**src/hw/rtl/fdfp_pkg.sv**
```systemverilog
`default_nettype none

package fdfp_pkg;

  localparam int unsigned BYTE_W      = 8;
  localparam int unsigned VALUE_W     = 16;
  localparam int unsigned COUNT_W     = 6;
  localparam int unsigned TOKEN_W     = 4;
  localparam int unsigned OUT_SLOTS   = 8;
  localparam int unsigned IN_TDATA_W  = 8;
  localparam int unsigned OUT_TDATA_W = 136;

  // Bit positions inside the result word.
  localparam int unsigned OUT_LEN_BIT   = 128;
  localparam int unsigned OUT_FOUND_LSB = 129;

  localparam int unsigned CFG_IDX_W = 2;
  localparam logic [CFG_IDX_W-1:0] REG_HEADER    = 2'd0;
  localparam logic [CFG_IDX_W-1:0] REG_END       = 2'd1;
  localparam logic [CFG_IDX_W-1:0] REG_SEPARATOR = 2'd2;

  localparam logic [BYTE_W-1:0] HEADER_RST    = 8'h2C;
  localparam logic [BYTE_W-1:0] END_RST       = 8'h60;
  localparam logic [BYTE_W-1:0] SEPARATOR_RST = 8'h2D;

  localparam logic [BYTE_W-1:0] CHAR_NUL   = 8'h00;
  localparam logic [BYTE_W-1:0] CHAR_TAB   = 8'h09;
  localparam logic [BYTE_W-1:0] CHAR_CR    = 8'h0D;
  localparam logic [BYTE_W-1:0] CHAR_SPACE = 8'h20;
  localparam logic [BYTE_W-1:0] CHAR_PLUS  = 8'h2B;
  localparam logic [BYTE_W-1:0] CHAR_MINUS = 8'h2D;
  localparam logic [BYTE_W-1:0] CHAR_ZERO  = 8'h30;
  localparam logic [BYTE_W-1:0] CHAR_NINE  = 8'h39;

  typedef enum logic [1:0] {
    PH_SKIP = 2'd0,
    PH_POS  = 2'd1,
    PH_NEG  = 2'd2,
    PH_STOP = 2'd3
  } number_phase_e;

  typedef struct packed {
    number_phase_e        phase;
    logic [VALUE_W-1:0]   value;
  } conv_state_t;

endpackage

`default_nettype wire

```
**src/hw/rtl/fdfp_num_conv.sv**
```systemverilog
`default_nettype none

module fdfp_num_conv (
  input  fdfp_pkg::conv_state_t           st_i,
  input  logic [fdfp_pkg::BYTE_W-1:0]     byte_i,
  output fdfp_pkg::conv_state_t           st_o
);

  logic                           is_digit;
  logic                           is_space;
  logic [fdfp_pkg::VALUE_W-1:0]   digit_val;
  logic [fdfp_pkg::VALUE_W-1:0]   times_ten;

  assign is_digit  = (byte_i >= fdfp_pkg::CHAR_ZERO) && (byte_i <= fdfp_pkg::CHAR_NINE);
  assign is_space  = (byte_i == fdfp_pkg::CHAR_SPACE) ||
                     ((byte_i >= fdfp_pkg::CHAR_TAB) && (byte_i <= fdfp_pkg::CHAR_CR));
  assign digit_val = {{(fdfp_pkg::VALUE_W-4){1'b0}}, byte_i[3:0]};
  assign times_ten = (st_i.value << 3) + (st_i.value << 1);

  always_comb begin
    st_o = st_i;
    case (st_i.phase)
      fdfp_pkg::PH_SKIP: begin
        if (is_space) begin
          st_o.phase = fdfp_pkg::PH_SKIP;
        end else if (byte_i == fdfp_pkg::CHAR_PLUS) begin
          st_o.phase = fdfp_pkg::PH_POS;
        end else if (byte_i == fdfp_pkg::CHAR_MINUS) begin
          st_o.phase = fdfp_pkg::PH_NEG;
        end else if (is_digit) begin
          st_o.phase = fdfp_pkg::PH_POS;
          st_o.value = digit_val;
        end else begin
          st_o.phase = fdfp_pkg::PH_STOP;
        end
      end
      fdfp_pkg::PH_POS: begin
        if (is_digit) begin
          st_o.value = times_ten + digit_val;
        end else begin
          st_o.phase = fdfp_pkg::PH_STOP;
        end
      end
      fdfp_pkg::PH_NEG: begin
        if (is_digit) begin
          st_o.value = times_ten - digit_val;
        end else begin
          st_o.phase = fdfp_pkg::PH_STOP;
        end
      end
      default: begin
        st_o.phase = fdfp_pkg::PH_STOP;
      end
    endcase
  end

endmodule

`default_nettype wire

```
**src/hw/rtl/framed_decimal_field_parser.sv**
```systemverilog
// A word accepted at the input is held in an input register and parsed from there; a packet's result
// word is registered onto the output from the parse of its closing byte.
// Throughput: one input byte per cycle, held back only while a result word stalls.
// Reset clears the packet state, the stored values and both valid flags, and loads
// the header, end and separator registers with 0x2C, 0x60 and 0x2D.
`default_nettype none

module framed_decimal_field_parser #(
  parameter int unsigned MAX_PACKET_BYTES = 52,
  parameter int unsigned NUM_FIELDS       = 8
) (
  input  logic                                 clk_i,
  input  logic                                 rst_ni,
  input  logic                                 cfg_we_i,
  input  logic [fdfp_pkg::CFG_IDX_W-1:0]       cfg_idx_i,
  input  logic [fdfp_pkg::BYTE_W-1:0]          cfg_wdata_i,
  input  logic                                 s_axis_tvalid_i,
  output logic                                 s_axis_tready_o,
  // rx_byte
  input  logic [fdfp_pkg::IN_TDATA_W-1:0]      s_axis_tdata_i,
  output logic                                 m_axis_tvalid_o,
  input  logic                                 m_axis_tready_i,
  // value_0 .. value_7, ended_by_length, fields_found, zero padding
  output logic [fdfp_pkg::OUT_TDATA_W-1:0]     m_axis_tdata_o
);

  localparam int unsigned SLOT_W = (NUM_FIELDS > 1) ? $clog2(NUM_FIELDS) : 1;

  logic [fdfp_pkg::BYTE_W-1:0]    hdr_q, end_q, sep_q;

  logic                           in_vld_q;
  logic [fdfp_pkg::BYTE_W-1:0]    in_byte_q;
  logic                           advance;

  logic [fdfp_pkg::COUNT_W-1:0]   cnt_q, cnt_d;
  logic [fdfp_pkg::COUNT_W:0]     cnt_nxt;
  logic [fdfp_pkg::TOKEN_W-1:0]   tok_q, tok_d, tok_new;
  logic                           inside_q, inside_d;
  logic                           ended_q, ended_d;
  fdfp_pkg::number_phase_e        phase_q, phase_d, phase_eff;
  logic [fdfp_pkg::VALUE_W-1:0]   vals_q [NUM_FIELDS];
  logic [fdfp_pkg::VALUE_W-1:0]   vals_d [NUM_FIELDS];

  logic                           bump;
  logic [SLOT_W-1:0]              slot;
  fdfp_pkg::conv_state_t          conv_in, conv_out;

  logic                           emit, emit_len;

  logic                           out_vld_q;
  logic [fdfp_pkg::VALUE_W-1:0]   out_val_q [NUM_FIELDS];
  logic                           out_len_q;
  logic [fdfp_pkg::TOKEN_W-1:0]   out_found_q;

  always_ff @(posedge clk_i or negedge rst_ni) begin
    if (!rst_ni) begin
      hdr_q <= fdfp_pkg::HEADER_RST;
      end_q <= fdfp_pkg::END_RST;
      sep_q <= fdfp_pkg::SEPARATOR_RST;
    end else if (cfg_we_i) begin
      unique case (cfg_idx_i)
        fdfp_pkg::REG_HEADER:    hdr_q <= cfg_wdata_i;
        fdfp_pkg::REG_END:       end_q <= cfg_wdata_i;
        fdfp_pkg::REG_SEPARATOR: sep_q <= cfg_wdata_i;
        default: ;
      endcase
    end
  end

  assign advance         = in_vld_q && (!out_vld_q || m_axis_tready_i);
  assign s_axis_tready_o = !in_vld_q || advance;

  always_ff @(posedge clk_i or negedge rst_ni) begin
    if (!rst_ni) begin
      in_vld_q <= 1'b0;
    end else if (s_axis_tready_o) begin
      in_vld_q <= s_axis_tvalid_i;
    end
  end

  always_ff @(posedge clk_i) begin
    if (s_axis_tready_o && s_axis_tvalid_i) begin
      in_byte_q <= s_axis_tdata_i;
    end
  end

  assign cnt_nxt   = {1'b0, cnt_q} + 7'd1;
  assign bump      = !inside_q && (tok_q < fdfp_pkg::TOKEN_W'(NUM_FIELDS));
  assign tok_new   = bump ? tok_q + 4'd1 : tok_q;
  assign phase_eff = bump ? fdfp_pkg::PH_SKIP : (!inside_q ? fdfp_pkg::PH_STOP : phase_q);
  assign slot      = SLOT_W'(tok_new - 4'd1);

  assign conv_in.phase = phase_eff;
  assign conv_in.value = vals_q[slot];

  fdfp_num_conv u_conv (
    .st_i   (conv_in),
    .byte_i (in_byte_q),
    .st_o   (conv_out)
  );

  always_comb begin
    cnt_d    = cnt_q;
    tok_d    = tok_q;
    inside_d = inside_q;
    ended_d  = ended_q;
    phase_d  = phase_q;
    vals_d   = vals_q;
    emit     = 1'b0;
    emit_len = 1'b0;
    if (advance) begin
      if (cnt_q == '0) begin
        if (in_byte_q == hdr_q) begin
          if (in_byte_q == end_q) begin
            emit = 1'b1;
          end else begin
            cnt_d = 6'd1;
          end
        end
      end else if ((cnt_nxt >= 7'(MAX_PACKET_BYTES)) || (in_byte_q == end_q)) begin
        emit     = 1'b1;
        emit_len = (in_byte_q != end_q);
        cnt_d    = '0;
        tok_d    = '0;
        inside_d = 1'b0;
        ended_d  = 1'b0;
        phase_d  = fdfp_pkg::PH_SKIP;
        vals_d   = '{default: '0};
      end else begin
        cnt_d = cnt_nxt[fdfp_pkg::COUNT_W-1:0];
        if (!ended_q) begin
          if (in_byte_q == fdfp_pkg::CHAR_NUL) begin
            ended_d = 1'b1;
          end else if (in_byte_q == sep_q) begin
            inside_d = 1'b0;
          end else begin
            inside_d = 1'b1;
            tok_d    = tok_new;
            if ((phase_eff != fdfp_pkg::PH_STOP) && (tok_new != '0)) begin
              phase_d      = conv_out.phase;
              vals_d[slot] = conv_out.value;
            end else begin
              phase_d = phase_eff;
            end
          end
        end
      end
    end
  end

  always_ff @(posedge clk_i or negedge rst_ni) begin
    if (!rst_ni) begin
      cnt_q    <= '0;
      tok_q    <= '0;
      inside_q <= 1'b0;
      ended_q  <= 1'b0;
      phase_q  <= fdfp_pkg::PH_SKIP;
      vals_q   <= '{default: '0};
    end else begin
      cnt_q    <= cnt_d;
      tok_q    <= tok_d;
      inside_q <= inside_d;
      ended_q  <= ended_d;
      phase_q  <= phase_d;
      vals_q   <= vals_d;
    end
  end

  always_ff @(posedge clk_i or negedge rst_ni) begin
    if (!rst_ni) begin
      out_vld_q <= 1'b0;
    end else if (emit) begin
      out_vld_q <= 1'b1;
    end else if (m_axis_tready_i) begin
      out_vld_q <= 1'b0;
    end
  end

  always_ff @(posedge clk_i) begin
    if (emit) begin
      out_val_q   <= vals_q;
      out_len_q   <= emit_len;
      out_found_q <= tok_q;
    end
  end

  assign m_axis_tvalid_o = out_vld_q;

  for (genvar k = 0; k < fdfp_pkg::OUT_SLOTS; k++) begin : g_out
    if (k < NUM_FIELDS) begin : g_used
      assign m_axis_tdata_o[k*fdfp_pkg::VALUE_W +: fdfp_pkg::VALUE_W] = out_val_q[k];
    end else begin : g_unused
      assign m_axis_tdata_o[k*fdfp_pkg::VALUE_W +: fdfp_pkg::VALUE_W] = '0;
    end
  end

  assign m_axis_tdata_o[fdfp_pkg::OUT_LEN_BIT] = out_len_q;
  assign m_axis_tdata_o[fdfp_pkg::OUT_FOUND_LSB +: fdfp_pkg::TOKEN_W] = out_found_q;
  assign m_axis_tdata_o[fdfp_pkg::OUT_TDATA_W-1:fdfp_pkg::OUT_FOUND_LSB+fdfp_pkg::TOKEN_W] =
    '0;

endmodule

`default_nettype wire

```
**config.mk**
```make
export PLATFORM = sky130hd
export DESIGN_NAME = framed_decimal_field_parser
export DESIGN_NICKNAME = d
export VERILOG_FILES = /design/src/hw/rtl/fdfp_pkg.sv /design/src/hw/rtl/fdfp_num_conv.sv /design/src/hw/rtl/framed_decimal_field_parser.sv
export SDC_FILE = /design/constraint.sdc
export NUM_CORES = 1
export LEC_CHECK = 0
export BUFFER_PORTS_ARGS = -buffer_cell sky130_fd_sc_hd__buf_4
export CORE_MARGIN = 4
export CORE_UTILIZATION = 50
export DETAILED_ROUTE_END_ITERATION = 12
export HOLD_SLACK_MARGIN = 0.1
export PLACE_DENSITY_LB_ADDON = 0.08
export SLEW_MARGIN = 40
export SYNTH_ARGS = -nofsm -noshare
export SYNTH_HDL_FRONTEND = slang
export SYNTH_SLANG_ARGS = --single-unit
```
**constraint.sdc**
```tcl
create_clock -name clk_i -period 12.8 [get_ports clk_i]
set_clock_uncertainty 0.1 [all_clocks]
set_input_delay 3.84 -clock clk_i [delete_from_list [all_inputs] [get_ports clk_i]]
set_output_delay 3.84 -clock clk_i [all_outputs]
set_load 0.02 [all_outputs]
```
---- After elaboration in Yosys (flattened, before gate mapping) ----
Cells that the tools add are included.
storage, ports and cells
  flip-flop bits (word level) ............. 309
  logic and storage cells ................. 149
cells by class
  add/subtract/negate cells ............... 6
  order comparisons ....................... 8
  eq/ne operators ......................... 17
  mux-type cells .......................... 54
  bitwise operators ....................... 4
  reduce and logical (&&, ||, !) cells .... 31
operators by type and width
  cell                   count
  $mux W128              5
  $mux W16               9
  $bwmux W128            1
  $bmux W16 S3           1
  $demux W16 S3          1
  $pmux W16 S3           1
  $eq A8 B6 Y1 const B   3
  $eq A8 B8 Y1           3
  $mux W2                12
  $mux W6                4
  $mux W4                5
  $add A16 B16 Y16       1
  $add A16 B4 Y16        1
  $sub A16 B4 Y16        1
  $mux W1                14
  $ge A8 B4 Y1 const B   1
  $ge A8 B6 Y1 const B   1
  $le A8 B4 Y1 const B   1
  $le A8 B6 Y1 const B   1
  $logic_not A8 Y1       1
  $ne A2 B2 Y1 const B   4
  $ne A8 B8 Y1           1
  $reduce_and A2 Y1      4
  $add A6 B1 Y7 const B  1
  other kinds (25)       43

---- Depth between registers and ports, before layout ----
  depth in word-level cells ............... 19
  depth in mapped cells ................... 21
  mapped depth without buffers ............ 19

---- Modules after synthesis ----
From an unflattened synthesis, not the netlist that was laid out.
second synthesis, totals
  cells, all modules ...................... 1,080
  area total of the unflattened synthesis .. 14,308.7 um^2
modules (own cells, without submodules)
  module                       instances  cells each  area an instance (um^2)
  framed_decimal_field_parser  1          813         12,379.4
  fdfp_num_conv                1          267         1,929.4

---- Worst setup path before layout ----
Ideal clock, no wire load.
  kind .................................... input to register
  from .................................... input m_axis_tready_i
  to ...................................... register out_val_q, in the netlist m_axis_tdata_o[0], enable pin
  arrival time ............................ 13.728 ns
  required time ........................... 11.890 ns
  slack ................................... -1.838 ns
  cell stages on the path ................. 5
  path through ............................ nand2b_1 -> nand2_1 -> nor4_1 -> nand4_1 -> o21ai_0
on the way
  longest elaborated chain between the ends .. 3
RTL lines
  what                  RTL line                            text
  start, declared       framed_decimal_field_parser.sv:22   input logic m_axis_tready_i,
  $logic_or A1 B1 Y1    framed_decimal_field_parser.sv:70   assign advance = in_vld_q && (!out_vld_q || m_axis_tready_i);
  $logic_and A1 B1 Y1   framed_decimal_field_parser.sv:70
  $mux W1               framed_decimal_field_parser.sv:111  if (advance) begin
  net emit              framed_decimal_field_parser.sv:48   logic emit, emit_len;
  end signal, assigned  framed_decimal_field_parser.sv:181  out_val_q <= vals_q;
  end, declared         framed_decimal_field_parser.sv:51   logic [fdfp_pkg::VALUE_W-1:0] out_val_q [NUM_FIELDS];
The timed path passes the listed nets, and every way through them passes these cells.
A chain may end at the register's enable or synchronous reset.

---- Worst setup path after layout ----
  from .................................... input m_axis_tready_i
  to ...................................... output s_axis_tready_o
on the way
  longest elaborated chain between the ends .. 3
RTL lines
  what                 RTL line                           text
  $logic_or A1 B1 Y1   framed_decimal_field_parser.sv:70
  $logic_and A1 B1 Y1  framed_decimal_field_parser.sv:70
  $logic_or A1 B1 Y1   framed_decimal_field_parser.sv:71  assign s_axis_tready_o = !in_vld_q || advance;
  end, declared        framed_decimal_field_parser.sv:18  output logic s_axis_tready_o,
No other way between the ends.

==> out/results.tsv <==
stage	metric	value	unit
worst_setup_path	crit_top_cell	buf_4	
die	fp.dieArea	30780	um2
synth	synthArstFlopShare	54.37	%
grt	grt.busiest_layer	met2	
place	port_buffers	157	
sta	rsz0062_at_grt	no	
worst_setup_path	critPathMaxStageDelay	180	ps
worst_setup_path	crit_type	in -> out	
clock_tree	ctsResizeCount	0	
routing	drc_errors	0	
die	die_w	175.5	um
flow_run	maxCapViolCount	0	
status	outcome	finished clean	
finish	antenna_cells	0	
power	p_per_area	283.0	nW/um2
clock_tree	htreeDepth	1	
grt	grt_overflow_total	0	
clock_tree	clk_latency	580	ps
finish	seqCellArea	8449	um2
synth	ys_seq_area_share	60.27	%
sta	period_share	64.38	%
synth	ys_warn_count	0	
worst_setup_path	critPathSlowestCell	nand3b_1	
routing	drt_pre_antenna_iters	5	
synth	synthTopCellsByCount	dfrtp_1, edfxtp_1, a22o_1, o2bb2ai_1, nor2_1	
grt	grtUsageTotal	23.16	%
synth	ys_top_cells_by_area	edfxtp_1, dfrtp_1, a22o_1, o2bb2ai_1, mux4_2	
grt	grt_start_max_net_pins	95	
power	peakVddDrop	0.4328	mV
sta	slew_headroom	41.04	%
clock_tree	postCtsHoldBufs	0	
routing	vias_per_cell	5.936	
die	die_h	175.5	um
synth	syn_inst	1054	
power	leakage	6.865	nW
power	switchingPower	2.074	mW
die	ios	161	
synth	synth_top_area_share	30.20	%
synth	synth.ff_latch_count	309	
finish	multi_input_area	5318	um2
clock_tree	cts.sinks	309	
grt	use_met2	36.84	%
grt	grt_pass1_wl	56120	um
synth	synth_most_common_cell	dfrtp_1	
power	seqPwrFrac	29.2	%
power	power_frac_clock	19.3	%
clock_tree	cts_tree	done	
routing	wl_per_cell	22.17	um
sta	report.final.slew_viol_count	0	
die	rows	61	
grt	grt_antenna_before_repair	0	
sta	setup_tns	0	ps
worst_setup_path	crit_required	8860	ps
clock_tree	cts_buffer_depth	3	
clock_tree	root_buffer	clkbuf_16	
clock_tree	cts_setup_buffers	0	
finish	layout-drive-gt1-share	25.32	%
synth	synth.distinct_cells	79	
routing	vias	9581	
grt	grt_pass1_vias	9437	
clock_tree	clkTransAtPathRegs	60	ps
routing	wl	35780	um
die	initial_core_util	50.60	%
die	core	27710	um2
finish	fillCellCount	2253	
synth	synth_area	14020	um2
power	p_comb_share	51.4	%
grt	use_met3	3.121	%
synth	synth_top_flop_cell	dfrtp_1	
synth	syn_avg_cell_area	13.30	um2
sta	fmax	121.4	MHz
place	place_inst	1553	
grt	grt_use_met1	34.17	%
clock_tree	cts_buffers	31	
routing	ant_nets	0	
sta	final_hold_viol_count	0	
sta	tightest_slew	884.4	ps
worst_setup_path	cp.arrival	4300	ps
worst_setup_path	cp_cell_sequence	buf_4, nand3b_1, buf_4	
worst_setup_path	crit_path_end_kind	output port	
worst_setup_path	crit_fanout	3	
sta	period_needed	8240	ps
power	p_int	2.653	mW
worst_setup_path	cp-start-kind	input port	
hold_path	hold_class	reg -> reg	
place	dp_hpwl	25730	um
place	gp_congestion	0.8752	
power	p_sw_share	43.87	%
sta	setup_viol	0	
synth	yosys.area.top_type	edfxtp_1	
routing	first_iter_violations	829	
finish	area_delta_synth_final	19.12	%
synth	synth_edf_count	141	
finish	final_cells	1614	
finish	fin_nets	1263	
## state kept, by name, indices dropped and copies added, names as in the netlist
register	count
out_len_q	1
hdr_q	8
cnt_q	6
ended_q	1
tok_q	4
sep_q	8
end_q	8
inside_q	1
in_vld_q	1
out_found_q	4
vals_q	128
m_axis_tvalid_o	1
m_axis_tdata_o	128
in_byte_q	8
phase_q	2
## path summary, 6_finish.rpt
check	startpoint	to	slack (ps)	depth (start not counted)
max	m_axis_tready_i	s_axis_tready_o	4560	3
min	vals_q[25]$_DFFE_PN0P_	m_axis_tdata_o[105]$_DFFE_PP_	380	0
max reg2reg	tok_q[0]$_DFFE_PN0P_	vals_q[46]$_DFFE_PN0P_	5620	16
min reg2reg	vals_q[25]$_DFFE_PN0P_	m_axis_tdata_o[105]$_DFFE_PP_	380	0
max in group asynchronous	rst_ni	sep_q[4]$_DFFE_PN0P_	8260	2
min in group asynchronous	rst_ni	vals_q[120]$_DFFE_PN0P_	3160	1
## cell usage in the layout (no fill, tap or decap), types with 31 or more instances in the layout
cell         n
clkbuf_16   31
nor2_1      56
buf_4      169
o21ai_0     34
xnor2_1     33
edfxtp_1   141
o2bb2ai_1   57
nand2_1     41
dfrtp_1    159
a22o_1      67
## power groups by stage
stage	Clock [mW]	Combinational, mW	Sequential, mW
detailed placement	0	2.39	1.40
finish	0.915	2.43	1.38
CTS	0.932	2.40	1.38
global placement	0	2.33	1.39
floorplan	0	1.78	1.32
global route	0.976	2.66	1.40
## routing by layer
metal,part of all wire (%),up-vias
li1,-,4396
met1,45,4801
met2,47,332
met3,5.9,52
met4,2.6,0
met5,0,-
## cell type report
cell class              instances  share of cell area, %
flip-flops and latches        309                  50.60
multi-input cells             668                  31.84
repair buffers                175                  7.912
clock buffers                  40                  4.967
well taps                     378                  2.832
clock inverters                18                  1.266
inverters                      26                 0.5844
## per-stage QoR
stage          power [mW]  instance area, um2  setup WS, ps  hold slack, ps  utilization [%]
5_1_grt             5.038               16700          4531           386.0            60.28
2_1_floorplan       3.093               14030          1761           319.6                -
4_1_cts             4.709               16670          4553           370.4            60.16
3_3_place_gp        3.728               15580          4564           363.0            56.25
6_report            4.727               16700          4560           379.3            60.28
3_5_place_dp        3.789               15630          4555           358.8            56.41
## critical path, delay by kind of cell
| kind | cells | cell delay, ps |
|---|---|---|
| buffers and inverters | 2 | 290 |
| and+or+nand+nor | 1 | 180 |
## cells by family after synthesis
| logic type | after synthesis | synth area share, % |
|---|---|---|
| flip-flops | 309 | 60.27 |
| AO/OA/AOI/OAI | 308 | 16.70 |
| AND/OR/NAND/NOR | 212 | 7.845 |
| buffers and inverters | 79 | 2.365 |
| multiplexers | 66 | 6.872 |
| XOR/XNOR | 50 | 3.177 |
| adder cells (fa/ha/maj) | 29 | 2.749 |
| other | 1 | 0.02675 |
Note: power is estimated with default switching activity, not from simulation.
